**src/hdl/nbpc_pkg.sv**
```systemverilog
package nbpc_pkg;

  localparam int IMAGE_WIDTH = 16;
  localparam int IMAGE_HEIGHT = 16;
  localparam int BIN_LIMIT = 16;
  localparam int COUNT_BITS = 16;

  localparam int PIXELS = IMAGE_WIDTH * IMAGE_HEIGHT;
  localparam int BINS = BIN_LIMIT + 1;
  localparam int DEPTH = PIXELS * BINS;
  localparam int ADDR_W = $clog2(DEPTH);

  localparam int PIX_W = 8;
  localparam int BIN_W = 5;
  localparam int OP_W = 2;
  localparam int IN_DATA_W = 16;
  localparam int OUT_DATA_W = 32;

  localparam int SMOOTH_W = 16;
  localparam logic [SMOOTH_W-1:0] SMOOTH_RESET = 16'd256;

  localparam logic [COUNT_BITS-1:0] COUNT_MAX = '1;

  localparam int LP_W = 16;
  localparam logic signed [LP_W-1:0] LOG_FLOOR = 16'sh8000;
  localparam logic signed [LP_W-1:0] LOG_CEIL = 16'sh7fff;

  localparam int SCORE_W = 24;
  localparam logic signed [SCORE_W-1:0] SCORE_ONE = 24'sd256;
  localparam logic signed [SCORE_W-1:0] SCORE_MAX = 24'sh7fffff;
  localparam logic signed [SCORE_W-1:0] SCORE_MIN = 24'sh800000;

  // log2 unit: operand is count * 256 + smoothing
  localparam int LOG_IN_W = COUNT_BITS + 9;
  localparam int MANT_W = 31;
  localparam int NORM_W = (LOG_IN_W > MANT_W) ? LOG_IN_W : MANT_W;
  localparam int E_W = $clog2(LOG_IN_W);
  localparam int FRAC_W = 16;
  localparam int LOG_W = E_W + FRAC_W;

  localparam int LN2_W = 18;
  localparam logic signed [LN2_W-1:0] LN2_Q16 = 18'sd45426;
  localparam int PROD_W = LOG_W + 1 + LN2_W;
  localparam int ROUND_SHIFT = 24;

  localparam logic [OP_W-1:0] OP_CLEAR = 2'd0;
  localparam logic [OP_W-1:0] OP_TRAIN = 2'd1;
  localparam logic [OP_W-1:0] OP_FINALIZE = 2'd2;
  localparam logic [OP_W-1:0] OP_CLASSIFY = 2'd3;

  typedef struct packed {
    logic capture;
    logic clr_start;
    logic clr_step;
    logic tr_read;
    logic tr_write;
    logic log_start;
    logic log_den;
    logic log_lab;
    logic den_store;
    logic fin_read;
    logic mul;
    logic store;
    logic fin_done;
    logic cl_read;
    logic cl_acc;
    logic emit;
  } cmd_t;

  typedef struct packed {
    logic [OP_W-1:0] op;
    logic last;
    logic addr_last;
    logic log_done;
    logic out_free;
  } stat_t;

endpackage

```
**src/hdl/nbpc_ctrl.sv**
```systemverilog
module nbpc_ctrl (
  input  logic            clk,
  input  logic            rst,
  input  logic            s_tvalid,
  output logic            s_tready,
  output nbpc_pkg::cmd_t  cmd,
  input  nbpc_pkg::stat_t stat
);
  import nbpc_pkg::*;

  localparam logic [3:0] S_IDLE = 4'd0;
  localparam logic [3:0] S_DECODE = 4'd1;
  localparam logic [3:0] S_CLEAR = 4'd2;
  localparam logic [3:0] S_TR_RD = 4'd3;
  localparam logic [3:0] S_TR_WR = 4'd4;
  localparam logic [3:0] S_FD_START = 4'd5;
  localparam logic [3:0] S_FD_WAIT = 4'd6;
  localparam logic [3:0] S_FN_RD = 4'd7;
  localparam logic [3:0] S_FN_START = 4'd8;
  localparam logic [3:0] S_FN_WAIT = 4'd9;
  localparam logic [3:0] S_FN_MUL = 4'd10;
  localparam logic [3:0] S_FN_STORE = 4'd11;
  localparam logic [3:0] S_CL_RD = 4'd12;
  localparam logic [3:0] S_CL_ACC = 4'd13;
  localparam logic [3:0] S_CL_EMIT = 4'd14;

  logic [3:0] state, state_next;
  logic lab, lab_next;

  assign s_tready = (state == S_IDLE);

  always_comb begin
    state_next = state;
    lab_next = lab;
    cmd = '0;
    cmd.log_lab = lab;
    case (state)
      S_IDLE: begin
        if (s_tvalid) begin
          cmd.capture = 1'b1;
          state_next = S_DECODE;
        end
      end
      S_DECODE: begin
        case (stat.op)
          OP_CLEAR: begin
            cmd.clr_start = 1'b1;
            state_next = S_CLEAR;
          end
          OP_TRAIN: begin
            state_next = S_TR_RD;
          end
          OP_FINALIZE: begin
            lab_next = 1'b0;
            state_next = S_FD_START;
          end
          default: begin
            state_next = S_CL_RD;
          end
        endcase
      end
      S_CLEAR: begin
        cmd.clr_step = 1'b1;
        if (stat.addr_last) begin
          state_next = S_IDLE;
        end
      end
      S_TR_RD: begin
        cmd.tr_read = 1'b1;
        state_next = S_TR_WR;
      end
      S_TR_WR: begin
        cmd.tr_write = 1'b1;
        state_next = S_IDLE;
      end
      S_FD_START: begin
        cmd.log_start = 1'b1;
        cmd.log_den = 1'b1;
        state_next = S_FD_WAIT;
      end
      S_FD_WAIT: begin
        cmd.log_den = 1'b1;
        if (stat.log_done) begin
          cmd.den_store = 1'b1;
          lab_next = !lab;
          state_next = lab ? S_FN_RD : S_FD_START;
        end
      end
      S_FN_RD: begin
        cmd.fin_read = 1'b1;
        state_next = S_FN_START;
      end
      S_FN_START: begin
        cmd.log_start = 1'b1;
        state_next = S_FN_WAIT;
      end
      S_FN_WAIT: begin
        if (stat.log_done) begin
          state_next = S_FN_MUL;
        end
      end
      S_FN_MUL: begin
        cmd.mul = 1'b1;
        state_next = S_FN_STORE;
      end
      S_FN_STORE: begin
        cmd.store = 1'b1;
        lab_next = !lab;
        if (!lab) begin
          state_next = S_FN_START;
        end else if (stat.addr_last) begin
          cmd.fin_done = 1'b1;
          state_next = S_IDLE;
        end else begin
          state_next = S_FN_RD;
        end
      end
      S_CL_RD: begin
        cmd.cl_read = 1'b1;
        state_next = S_CL_ACC;
      end
      S_CL_ACC: begin
        cmd.cl_acc = 1'b1;
        state_next = stat.last ? S_CL_EMIT : S_IDLE;
      end
      S_CL_EMIT: begin
        if (stat.out_free) begin
          cmd.emit = 1'b1;
          state_next = S_IDLE;
        end
      end
      default: begin
        state_next = S_IDLE;
      end
    endcase
  end

  always_ff @(posedge clk) begin
    if (rst) begin
      state <= S_CLEAR;
      lab <= 1'b0;
    end else begin
      state <= state_next;
      lab <= lab_next;
    end
  end

endmodule

```
**config.mk**
```make
export PLATFORM = sky130hd
export DESIGN_NAME = nbpc_ctrl
export DESIGN_NICKNAME = d
export VERILOG_FILES = /design/src/hdl/nbpc_pkg.sv /design/src/hdl/nbpc_ctrl.sv
export SDC_FILE = /design/constraint.sdc
export NUM_CORES = 1
export LEC_CHECK = 0
export BUFFER_PORTS_ARGS = -buffer_cell sky130_fd_sc_hd__buf_2
export CAP_MARGIN = 10
export CORE_MARGIN = 2
export CORE_UTILIZATION = 49
export CTS_CLUSTER_DIAMETER = 50
export DETAILED_ROUTE_END_ITERATION = 16
export GPL_ROUTABILITY_DRIVEN = 0
export PLACE_DENSITY_LB_ADDON = 0.25
export SLEW_MARGIN = 20
export SYNTH_ARGS = -nofsm -noshare
export SYNTH_HDL_FRONTEND = slang
export SYNTH_SLANG_ARGS = --single-unit
export TNS_END_PERCENT = 100
```
**constraint.sdc**
```tcl
create_clock -name clk -period 1.66 [get_ports clk]
set_clock_uncertainty 0.05 [all_clocks]
set_input_delay 0.332 -clock clk [delete_from_list [all_inputs] [get_ports clk]]
set_output_delay 0.332 -clock clk [all_outputs]
set_load 0.05 [all_outputs]
```
==> results.md <==
Status:
- The run finished, with violations left.
- The final reports fail on setup timing.

Timing:
- The sum of negative setup slack is -423 ps.
- The slew at the pin closest to its max-slew limit is 355 ps.
- The hold violation count in the final report came to 0.
- In the post-route analysis, the smallest setup slack over all paths is -92.6 ps.
- The remaining max-slew budget at the tightest pin is 0.762.
- The ratio of final minimum period to clock period is 1.06.
- The number of pins with negative max-slew slack in the final report is 0.
- The highest attainable clock frequency is 0.571 GHz.
- The final critical delay including setup and external delays is between 1500 and 2000 ps.
- Setup violations remaining at the end of the flow were counted as 9.
- Setup repair after global routing could not meet its margin everywhere.

Placed design:
- At the placement stage, the worst setup path has a slack of between 6 and 7 ps.
- The instance area after placement is 1090 um^2.
- Detailed placement ended at an HPWL of around 1.8 mm.
- The instance count after placement with tap cells included is ~160.
- Port buffering added 25 buffers.

Routing:
- The first-pass iteration count of the detailed router is 5.
- In the routed design, unresolved DRC markers number 0.
- The first-iteration detailed-routing DRC count is 87.
- The routed length per instance is 18.7 um.
- The overall routed net length is approximately 3.1 mm.
- The routed via count is roughly 1,100.
- In the routed layout, each cell is associated on average with a via count of 6.43.
- The number of nets with antenna violations after routing is 0.

Logic synthesis:
- The count of synthesis-stage warnings from yosys is 0.
- The post-synthesis register bit count is 5.
- Yosys instantiated no cell more often than nor2_1.
- The synthesized design contains 0 enable-type register cells.
- The number of distinct library cells after synthesis is 45.
- By count the netlist is led by 16 x nor2_1, 8 x inv_1, 8 x nand2_1.
- After technology mapping, the gate count stands at 108.
- For this run, the leading register cell type out of synthesis is dfxtp_1.
- After synthesis the cells add up to roughly 750 um^2.
- The share of the Yosys chip area taken by registers is 0.133.
- The area share of the largest cell type after synthesis is 0.133.
- The average footprint of a synthesized cell is 6.96 um^2.
- When the netlist entered floorplanning its net count stood at ~120.
- The biggest area consumer among synthesized cells is dfxtp_1.
- Yosys attributes the largest share of cell area to dfxtp_1 13%, nor2_1 8.0%, ha_1 6.7%, a21oi_1 4.7%, buf_6 4.5%.
- The share of synthesized flip-flops with an asynchronous set or reset is 0.

CTS:
- The clock slew seen by the registers of the worst setup and hold paths is about 40 ps.
- No sink is reached through more buffers than the 2 on the longest clock path.
- Buffers inserted during clock tree synthesis total 3.
- In this run the clock root is driven by a clkbuf_4.
- CTS built an H-tree with a depth of 1.
- For the worst-skew pair, the clock arrives at the later sink with an insertion delay of ~250 ps.
- The clock tree from TritonCTS is built.
- The clock drives 5 sinks.

Setup path:
- The required time reported for the critical path endpoint is 1280 ps.
- Among the stages of the critical path, the cell type that occurs most often is nor2_1.
- The gate family responsible for the most delay along the worst path is simple AND/OR/NAND/NOR gates.
- The buffers plus inverters on the worst setup path is 1.
- For flop-to-flop paths, the worst setup slack is approximately 70 ps.
- The worst setup path is captured at an output port.
- Of all nets on the critical path, the largest fanout is 6.
- At the worst endpoint, the arrival time is between 1000 and 1500 ps.
- The cell with the biggest individual delay on the critical path is dfxtp_4.
- Walking the worst path, the cells encountered are nand2b_2, nor2_1, a21oi_1, nor2_1, buf_4.
- The worst setup path is of the reg2out kind.
- STA classifies the critical path startpoint as a flip-flop.
- On the worst path, the slowest cell contributes a delay of around 360 ps.

Layout:
- Of the cells placed in the final design, the portion with a size suffix greater than 1 is 0.583.
- The number of antenna diodes in the final layout is 0.
- The net count of the finished layout is 165.
- The growth of design area from synthesis to finish is 72.2%.
- Measured on the finished design, the core utilization comes to 0.880.
- The final non-filler cell area is around 1300 um^2.
- The final cell count without fillers is roughly 170.
- Counting the fill cells in the layout gives 81.

Die:
- The die is 43.2 um wide.
- The number of cell rows is 14.
- For this configuration, the core starts out at a cell density of 0.511.
- The die covers about 1900 um^2.
- From bottom edge to top edge, the die measures about 43 um.
- The placeable core area is around 1500 um^2.
- The I/O pin total is 26.

Global route:
- The initial antenna violation count came to 0.
- The combined global-route utilization of all metal layers is 0.322.
- The via count of the first global-routing pass is approximately 960.
- Summed over all layers, the global routing overflow is 0.
- The wire length of the first global-routing pass is around 4.5 mm.
- The pin count of the biggest net entering global routing is 16.

Power and ir drop:
- For this design the ratio of total power to cell area is ~1500 nW/um^2.
- The maximum vdd ir drop is roughly 1.1 mV.
- The analysis attributes to cell leakage a power of ~0.57 nW.

Worst hold path:
- The kind of path behind the tightest hold check is in2reg.

Flow run:
- The number of max-capacitance violations reported is 0.
==> per-stage QoR <==
stage               power [mW]  hold WS, ps
finish                    1.94          296
global route              2.01          294
CTS                       1.75          286
detailed placement        1.52          544
global placement          1.48          529
floorplan                 1.22          351
==> flip-flops by register name, indices dropped and copies added, names as in the netlist <==
register,count
state,4
lab,1
==> power by group <==
part | total [mW] | switching (mW) | leakage [nW] | internal, mW
clock | 0.145 | 0.0539 | 0.0150 | 0.0911
sequential | 0.252 | 0.0800 | 0.0434 | 0.172
combinational | 1.54 | 0.912 | 0.507 | 0.627
==> routing by layer <==
| layer | GRT usage | vias up | share of wire |
|---|---|---|---|
| met1 | 0.396 | 493 | 0.36 |
| li1 | - | 469 | - |
| met2 | 0.531 | 84 | 0.50 |
| met3 | 0.0638 | 28 | 0.086 |
| met5 | 0 | - | 0 |
| met4 | 0.152 | 0 | 0.053 |
==> kinds of logic after synthesis <==
kind of cell,after synthesis,share of synthesized area
xor gates and xnor gates,1,0.0116
adders and majority gates,4,0.0666
DFF,5,0.133
muxes,1,0.0150
buffers and inverters,20,0.153
AOI/OAI and AO/OA,32,0.309
and+or+nand+nor,45,0.311
==> layout make-up <==
class / instances / area, um^2 / area share
Inverter: 9 / 33.8 / 0.0261
Timing Repair Buffer: 50 / 420 / 0.325
Sequential cell: 5 / 115 / 0.0889
Tap cell: 16 / 20.0 / 0.0155
Clock buffer: 4 / 26.3 / 0.0203
Multi-Input combinational cell: 83 / 679 / 0.525
==> timing repair <==
item	in CTS	in global routing
gates resized for setup	32	13
buffers inserted	3	4
pin swaps	2	0
hold buffers	0	0
endpoints found under the setup margin	17	15
==> placed cells by master, fill, tap and decap left out, types with 4 or more instances in the layout <==
| cell type | n |
|---|---|
| clkbuf_4 | 4 |
| buf_4 | 26 |
| a21oi_1 | 6 |
| nor3_4 | 4 |
| nand2_1 | 5 |
| buf_2 | 10 |
| dfxtp_4 | 4 |
| nor2_1 | 9 |
| nor2_4 | 4 |
| inv_1 | 8 |
| buf_6 | 10 |
| ha_1 | 4 |
==> worst register-to-register path, stage by stage, from the launching register on <==
cell and delay [ps]:
dfxtp_4 390, buf_4 170, nor4bb_2 310, o21ai_1 160
a21boi_2 190, a21o_1 190, o211ai_2 50
==> final timing paths <==
| path | cells past startpoint | endpoint | start |
|---|---|---|---|
| setup / recovery | 5 | cmd[10] | state[2] |
| hold / removal | 2 | state[2] | rst |
| setup reg to reg | 6 | state[1] | state[1] |
| hold reg to reg | 2 | lab | state[0] |
Power figures use the tool's default switching activity.
